$ cat config.mk
export PLATFORM = sky130hd
export DESIGN_NAME = tcq_ram
export DESIGN_NICKNAME = d
export VERILOG_FILES = /design/src/rtl/tcq_ram.sv
export SDC_FILE = /design/constraint.sdc
export NUM_CORES = 1
export LEC_CHECK = 0
export BUFFER_PORTS_ARGS = -buffer_cell sky130_fd_sc_hd__clkbuf_2
export CORE_MARGIN = 4
export CORE_UTILIZATION = 50
export DETAILED_ROUTE_END_ITERATION = 10
export PLACE_DENSITY = 0.77
export SLEW_MARGIN = 20
export SYNTH_ARGS = -nofsm -noshare
export SYNTH_HDL_FRONTEND = slang
export SYNTH_SLANG_ARGS = --single-unit
$ cat constraint.sdc
create_clock -name clk_i -period 1.5 [get_ports clk_i]
set_clock_uncertainty 0.2 [all_clocks]
set_input_delay 0.375 -clock clk_i [delete_from_list [all_inputs] [get_ports clk_i]]
set_output_delay 0.375 -clock clk_i [all_outputs]
set_load 0.1 [all_outputs]
$ cat src/rtl/tcq_ram.sv
module tcq_ram #(
  parameter int WIDTH = 8,
  parameter int DEPTH = 2
) (
  input  logic                     clk_i,
  input  logic                     we_i,
  input  logic [$clog2(DEPTH)-1:0] waddr_i,
  input  logic [WIDTH-1:0]         wdata_i,
  input  logic                     re_i,
  input  logic [$clog2(DEPTH)-1:0] raddr_i,
  output logic [WIDTH-1:0]         rdata_o
);

  logic [WIDTH-1:0] mem [DEPTH];

  always_ff @(posedge clk_i) begin
    if (we_i) begin
      mem[waddr_i] <= wdata_i;
    end
    if (re_i) begin
      rdata_o <= mem[raddr_i];
    end
  end

endmodule

==> results of run 1 <==
## worst min-delay path by stage
| stage | end | slack, ns | cells past startpoint |
|---|---|---|---|
| floorplan | mem[0][0] | 0.27 | 0 |
| global placement | rdata_o[5] | 0.33 | 1 |
| detailed placement | rdata_o[4] | 0.34 | 1 |
| CTS | mem[1][7] | 0.04 | 1 |
| global route | mem[1][7] | 0.02 | 1 |
| finish | mem[1][7] | 0.05 | 1 |
## sequential cells by signal, indices dropped and copies added (netlist names)
| register | count |
|---|---|
| mem | 16 |
| rdata_o | 8 |
## stage by stage
stage                     hold slack [ns]  setup TNS, ns  instances
final                              0.0497        -0.0301         75
after global routing               0.0162         -0.452         75
after CTS                          0.0419         -0.136         75
after detailed placement            0.335              0         71
after global placement              0.330              0         71
after floorplan                     0.274              0         35
## cells by family (layout without fill, tap and decap cells)
kind of cell	Yosys count	in the layout	share of synthesized area
DFF	24	24	0.834
muxes	8	8	0.139
and+or+nand+nor	2	2	0.0145
buffers and inverters	1	25	0.0130
## cell usage after synthesis
cell,instances,area [um2]
mux2_4,8,120
buf_6,1,11.3
and2_1,1,6.26
edfxtp_1,24,721
nor2b_1,1,6.26
## metal layers
metal | global-route usage | share of wire
met1 | 0.116 | 0.37
met2 | 0.207 | 0.56
met3 | 0.0422 | 0.064
met4 | 0.0415 | 0
met5 | 0 | 0
## final cells by class
cell class / instances / area (um2) / share of cell area
well taps: 16 / 20.0 / 0.0178
repair buffers: 21 / 228 / 0.202
flip-flops and latches: 24 / 721 / 0.639
clock buffers: 3 / 22.5 / 0.0200
clock inverters: 1 / 3.75 / 0.00333
multi-input cells: 10 / 133 / 0.118
## power by group
group	total (mW)	switching [mW]	internal [mW]	leakage [nW]
clock	0.272	0.175	0.0970	0.0154
sequential	0.814	0.0213	0.792	0.228
combinational	0.250	0.150	0.100	0.201
==> flow_metrics.py, run 1 <==
metrics = {
    "setup_path": {
        "worst-path-buf-inv": 1,
        "setup.worst_path.class": "reg2out",
        "critPathMaxFanout": 1,
        "reg2reg_to": "rdata_o[6]",
        "critical_path_arrival_ns": 0.94,
        "slowest_stage": "edfxtp_1",
        "crit_family": "flip-flops",
        "r2r-start": "mem[0][6]",
        "critPathCapture": "rdata_o[4]",
        "regToRegSetupSlack_ns": 0.39,
        "required_ns": 0.92,
        "crit_chain": "buf_12",
        "reg2regPathDepth": 1,
        "endpoint_kind": "output port",
        "cp_slowest_stage_delay_ns": 0.44,
        "cp-startpoint": "rdata_o[4]",
        "crit_cells": 1,
        "critPathLaunchType": "flip-flop",
    },
    "pwr": {
        "powerDensity_mw_per_mm2": 1180,
        "power_mw": 1.34,
        "ir_worst_vdd_mv": 0.834,
        "p_leak_nw": 0.445,
    },
    "placed_design": {
        "placed_cell_area_mm2": 0.00110,
        "post-place-ws_ns": 0.0791,
        "finalWeightedCongestion": 0.654,
        "port_buffers": 20,
    },
    "drt": {
        "postRouteAntennaNets": 0,
        "drc": 0,
        "via_count": 397,
        "wirelength_mm": 1.20,
        "dr.pass1.iters": 2,
        "avgViaCountPerCell": 5.29,
        "dr.first_iter.drc_count": 5,
        "wl_per_cell_um": 16.0,
    },
    "sta": {
        "hold_viol": 0,
        "fin_crit_ns": 1.52,
        "worst_slew_pin_slew_ns": 0.353,
        "rsz0062_at_grt": "true",
        "finalCritPeriodShare": 1.01,
        "relSlewSlack": 0.765,
        "max_freq_ghz": 0.660,
        "finalSetupViolCount": 5,
        "final-max-slew-violation-count": 0,
        "setup_ws_ns": -0.0154,
    },
    "cts": {
        "clk_pin_slew_worst_paths_ns": 0.12,
        "ctsLongestPathBuffers": 2,
        "cts_tree": "done",
        "ctsHoldBuffers": 0,
        "root_buffer": "clkbuf_4",
        "post_cts_resized": 0,
        "numCtsBuffers": 3,
        "postCtsSetupBuffers": 0,
        "cts_sinks": 24,
        "htree_num_levels": 1,
        "clock_latency_ns": 0.30,
    },
    "finish": {
        "final_common_cell": "edfxtp_1",
        "synthToLayoutAreaGrowth_pct": 30.4,
        "num_antenna_cells": 0,
        "layout_common_cells": "24 x edfxtp_1, 12 x clkbuf_2, 8 x mux2_4, 8 x buf_12, 3 x clkbuf_4",
        "nNetsFinal": 73,
        "final_core_util": 0.715,
        "fin_area_mm2": 0.00113,
        "fillers": 99,
        "drive_gt1_frac": 0.542,
    },
    "die": {
        "coreArea_mm2": 0.00158,
        "die_area_mm2": 0.00246,
        "top_level_ports": 21,
        "start_util": 0.548,
        "die_w_um": 49.6,
        "placementRows": 14,
        "die_y_um": 49.6,
    },
    "hold_path": {
        "worstHoldPathType": "in2reg",
        "hold_start": "wdata_i[7]",
    },
    "yosys": {
        "synth.distinct_cells": 5,
        "syn-mean-instance-area_um2": 24.7,
        "yosysWarnings": 0,
        "synthCells": 35,
        "syn_nets": 48,
        "netlist_area_um2": 865,
        "yosys_register_bits": 24,
        "yosysSeqAreaShare": 0.834,
    },
    "grt": {
        "grt_pass1_wl_mm": 2.01,
        "globalRouteOverflowTotal": 0,
        "grt.total_usage": 0.113,
        "antenna_found_initial": 0,
        "grt_pass1_vias": 413,
        "grt_max_degree": 14,
    },
    "status": {
        "violations": "negative setup slack",
        "status": "finished with violations",
    },
    "job": {
        "maxCapViolCount": 0,
    },
}
No activity file was read; power rests on OpenSTA's default activity.
==> run 2: changes to the inputs <==
==> constraint.sdc (replaced) <==
create_clock -name clk_i -period 1.5 [get_ports clk_i]
set_clock_uncertainty 0.2 [all_clocks]
set_input_delay 0.3 -clock clk_i [delete_from_list [all_inputs] [get_ports clk_i]]
set_output_delay 0.3 -clock clk_i [all_outputs]
set_load 0.1 [all_outputs]
==> run 2 against run 1 <==
  * The run now ends clean
  * Cell area is 6.8% higher
  * Highest routed layer unchanged
  * Largest power group unchanged
  * Worst setup slack better by 0.083 ns
  * Sequential power hardly changed
  * Critical path type unchanged
  * Fmax is 5.8% higher
  * Critical path depth stayed put
==> flow_metrics.py, run 2 (synthesis gave the netlist of run 1 again) <==
metrics = {
    "status": {
        "status": "finished clean",
    },
    "cts": {
        "numCtsBuffers": 3,
        "clock_latency_ns": 0.30,
        "clk_pin_slew_worst_paths_ns": 0.11,
        "htree_num_levels": 1,
        "cts_tree": "done",
        "root_buffer": "clkbuf_4",
        "ctsLongestPathBuffers": 2,
        "cts_sinks": 24,
        "postCtsSetupBuffers": 0,
    },
    "sta": {
        "finalCritPeriodShare": 0.955,
        "hold_viol": 0,
        "setup_ws_ns": 0.0679,
        "worst_slew_pin_slew_ns": 0.369,
        "relSlewSlack": 0.754,
        "fin_crit_ns": 1.43,
        "rsz0062_at_grt": "false",
        "worst_hold_slack_ns": 0.150,
        "finalSetupViolCount": 0,
        "fin_tns_setup_ns": 0,
        "final-max-slew-violation-count": 0,
        "max_freq_ghz": 0.698,
    },
    "grt": {
        "globalRouteOverflowTotal": 0,
        "grt_pass1_wl_mm": 2.16,
        "grt.total_usage": 0.121,
        "antenna_found_initial": 0,
        "grt_pass1_vias": 460,
        "grt_max_degree": 13,
    },
    "drt": {
        "wl_per_cell_um": 16.2,
        "via_count": 430,
        "dr.pass1.iters": 4,
        "dr.first_iter.drc_count": 5,
        "drc": 0,
        "postRouteAntennaNets": 0,
        "avgViaCountPerCell": 5.24,
        "wirelength_mm": 1.33,
    },
    "finish": {
        "regMostFlops": "mem",
        "layout_common_cells": "24 x edfxtp_1, 12 x clkbuf_2, 8 x mux2_4, 8 x dlygate4sd3_1, 8 x buf_12",
        "largest_reg_flops": 16,
        "nNetsFinal": 81,
        "synthToLayoutAreaGrowth_pct": 39.2,
        "fin_area_mm2": 0.00120,
        "num_antenna_cells": 0,
        "reg_top3": "mem: 16 flops, rdata_o: 8 flops",
        "final_common_cell": "edfxtp_1",
        "drive_gt1_frac": 0.485,
    },
    "placed_design": {
        "finalWeightedCongestion": 0.654,
        "port_buffers": 20,
        "post-place-ws_ns": 0.151,
        "placed_cell_area_mm2": 0.00110,
    },
    "die": {
        "top_level_ports": 21,
        "die_area_mm2": 0.00246,
        "placementRows": 14,
        "die_w_um": 49.6,
        "start_util": 0.548,
        "coreArea_mm2": 0.00158,
        "die_y_um": 49.6,
    },
    "pwr": {
        "p_leak_nw": 0.476,
        "ir_worst_vdd_mv": 0.736,
        "power_mw": 1.34,
        "powerDensity_mw_per_mm2": 1120,
    },
    "setup_path": {
        "crit_family": "flip-flops",
        "slowest_stage": "edfxtp_1",
        "worst-path-buf-inv": 1,
        "required_ns": 1.00,
        "regToRegSetupSlack_ns": 0.39,
        "crit_chain": "buf_12",
        "reg2regPathDepth": 1,
        "setup.worst_path.class": "reg2out",
        "critPathLaunchType": "flip-flop",
        "cp_slowest_stage_delay_ns": 0.44,
        "critical_path_arrival_ns": 0.93,
        "critPathMaxFanout": 1,
        "reg2reg_to": "rdata_o[6]",
        "endpoint_kind": "output port",
        "r2r-start": "mem[0][6]",
    },
    "job": {
        "maxCapViolCount": 0,
    },
    "hold_path": {
        "hold_start": "re_i",
        "hold_depth": 1,
        "worstHoldPathType": "in2reg",
        "hold_end": "rdata_o[6]",
    },
}
[run 2: cell types whose count changed in the layout (fill, tap and decap cells not counted), sizes merged]
cell,previous run,this run
clkinv,1,0
dlygate4sd3,0,8
[run 2: layer usage]
| metal | track usage | wire (um) | vias up |
|---|---|---|---|
| met5 | 0 | 0 | - |
| met4 | 0.0276 | 0 | 0 |
| met3 | 0.0361 | 122 | 0 |
| met2 | 0.233 | 741 | 25 |
| met1 | 0.125 | 461 | 206 |
| li1 | - | - | 199 |
[run 2: how the worst max path moves through the flow]
stage	startpoint	endpoint	depth (start not counted)
floorplan	rdata_o[0]	rdata_o[0]	0
CTS	rdata_o[6]	rdata_o[6]	1
detailed placement	raddr_i	rdata_o[6]	2
finish	rdata_o[6]	rdata_o[6]	1
global placement	raddr_i	rdata_o[0]	2
global route	rdata_o[6]	rdata_o[6]	1
[run 2: power breakdown]
group | leakage [nW] | total, mW | internal [mW] | switching (mW)
Clock | 0.0138 | 0.261 | 0.0935 | 0.167
Sequential | 0.228 | 0.813 | 0.792 | 0.0210
Combinational | 0.234 | 0.268 | 0.114 | 0.154
Total | 0.476 | 1.34 | 1.00 | 0.342
[run 2: layout make-up]
| cell class | instances | area (um2) |
|---|---|---|
| Tap cell | 16 | 20.0 |
| Timing Repair Buffer | 29 | 308 |
| Sequential cell | 24 | 721 |
| Fill cell | 89 | 373 |
| Clock buffer | 3 | 22.5 |
| Multi-Input combinational cell | 10 | 133 |
[run 2: stage by stage]
step	std cells	util
after CTS	82	0.763
after global placement	71	0.698
after floorplan	35	-
after detailed placement	71	0.698
after global routing	82	0.763
final	82	0.763
[run 2: what timing repair did]
item	4_1_cts	5_1_grt
resized for setup	0	0
hold buffers	8	0
endpoints found under the hold margin	16	0
==> run 3: changes to the inputs <==
- CELL_PAD_IN_SITES_DETAIL_PLACEMENT: default -> 1
- CELL_PAD_IN_SITES_GLOBAL_PLACEMENT: default -> 1
- CORE_UTILIZATION: 50 -> 43
==> run 3 against run 2 <==
  * Sequential cell count is the same
  * Register-to-register slack is essentially flat
  * Count of clock-buffer cells in the layout is the same
  * Sequential share of layout area shrank 0.74 points
  * Die area grew 14%
  * Routed wire length grew 6.7%
  * Combinational power is essentially flat
  * Via count shrank 2.1%
  * Final cell count grew 12%
  * Hold slack lost 0.020 ns
  * Clock power grew 8.4%
  * Global-route usage grew 0.31 points
  * Largest power group unchanged
==> flow_metrics.py, run 3 (synthesis gave the netlist of run 1 again) <==
metrics = {
    "status": {
        "status": "finished clean",
    },
    "finish": {
        "reg_top3": "mem: 16 flops, rdata_o: 8 flops",
        "drive_gt1_frac": 0.478,
        "final_common_cell": "edfxtp_1",
        "num_antenna_cells": 0,
        "synthToLayoutAreaGrowth_pct": 41.0,
        "layout_common_cells": "24 x edfxtp_1, 12 x clkbuf_2, 8 x mux2_4, 8 x dlygate4sd3_1, 8 x buf_12",
        "fin_area_mm2": 0.00122,
        "fin_cells": 92,
        "largest_reg_flops": 16,
        "regMostFlops": "mem",
        "nNetsFinal": 81,
        "final_core_util": 0.669,
    },
    "drt": {
        "wl_per_cell_um": 15.4,
        "dr.first_iter.drc_count": 1,
        "avgViaCountPerCell": 4.58,
        "postRouteAntennaNets": 0,
        "dr.pass1.iters": 2,
        "wirelength_mm": 1.41,
        "via_count": 421,
        "drc": 0,
    },
    "sta": {
        "fin_tns_setup_ns": 0,
        "fin_crit_ns": 1.44,
        "worst_hold_slack_ns": 0.131,
        "finalCritPeriodShare": 0.963,
        "final-max-slew-violation-count": 0,
        "worst_slew_pin_slew_ns": 0.378,
        "hold_viol": 0,
        "rsz0062_at_grt": "false",
        "setup_ws_ns": 0.0553,
        "relSlewSlack": 0.748,
        "max_freq_ghz": 0.692,
        "finalSetupViolCount": 0,
    },
    "hold_path": {
        "hold_start": "re_i",
        "worstHoldPathType": "in2reg",
        "hold_depth": 1,
        "hold_end": "rdata_o[1]",
    },
    "die": {
        "die_y_um": 52.8,
        "top_level_ports": 21,
        "placementRows": 15,
        "coreArea_mm2": 0.00182,
        "die_area_mm2": 0.00279,
        "die_w_um": 52.8,
        "start_util": 0.475,
    },
    "cts": {
        "numCtsBuffers": 3,
        "root_buffer": "clkbuf_4",
        "post_cts_resized": 0,
        "clock_latency_ns": 0.31,
        "cts_sinks": 24,
        "ctsLongestPathBuffers": 2,
        "htree_num_levels": 1,
        "cts_tree": "done",
        "clk_pin_slew_worst_paths_ns": 0.13,
    },
    "placed_design": {
        "dp.cells": 80,
        "finalWeightedCongestion": 0.605,
        "port_buffers": 20,
        "post-place-ws_ns": 0.157,
        "placed_cell_area_mm2": 0.00111,
    },
    "setup_path": {
        "worst-path-buf-inv": 1,
        "required_ns": 1.00,
        "reg2reg_to": "rdata_o[6]",
        "crit_family": "flip-flops",
        "setup.worst_path.class": "reg2out",
        "endpoint_kind": "output port",
        "r2r-start": "mem[1][6]",
        "critPathMaxFanout": 1,
        "critPathLaunchType": "flip-flop",
        "regToRegSetupSlack_ns": 0.40,
        "reg2regPathDepth": 1,
        "cp_slowest_stage_delay_ns": 0.44,
        "crit_chain": "buf_12",
        "slowest_stage": "edfxtp_1",
        "critical_path_arrival_ns": 0.94,
    },
    "grt": {
        "grt_max_degree": 14,
        "grt.total_usage": 0.124,
        "grt_pass1_vias": 466,
        "globalRouteOverflowTotal": 0,
        "grt_pass1_wl_mm": 2.35,
        "antenna_found_initial": 0,
    },
    "pwr": {
        "powerDensity_mw_per_mm2": 1120,
        "p_leak_nw": 0.478,
        "ir_worst_vdd_mv": 0.621,
        "power_mw": 1.36,
    },
    "job": {
        "maxCapViolCount": 0,
    },
}
run 3: cell types whose count changed in the layout (fill, tap and decap cells not counted):
cell / previous run / this run
clkinv_1: 0 / 1
run 3: repair_timing:
item | 4_1_cts | 5_1_grt
hold endpoints to repair | 16 | 0
hold buffers | 8 | 0
buffers inserted | 0 | 0
run 3: how the worst max path moves through the flow:
stage	slack, ns	to	startpoint	cells after the start
5_1_grt	0.003	rdata_o[3]	rdata_o[3]	1
2_1_floorplan	0.1	rdata_o[0]	rdata_o[0]	0
6_report	0.06	rdata_o[3]	rdata_o[3]	1
3_5_place_dp	0.16	rdata_o[5]	raddr_i	2
4_1_cts	0.04	rdata_o[5]	rdata_o[5]	1
3_3_place_gp	0.17	rdata_o[1]	raddr_i	2
run 3: area by class of cell:
type	instances	area, um2
fill	163	602
clock buffer	3	22.5
timing repair buffer	29	308
clock inverter	1	3.75
sequential	24	721
multi-input combinational	10	133
tap	25	31.3
run 3: power breakdown:
part	leakage [nW]	switching [mW]	internal, mW
clock network	0.0154	0.186	0.0971
registers	0.228	0.0215	0.792
logic	0.234	0.154	0.114
run 3: routing by layer:
metal,routed length [um],part of all wire,global-route usage
met5,0,0,0
met1,491,0.35,0.120
met2,793,0.56,0.238
met4,4,0.0028,0.0511
met3,125,0.088,0.0370
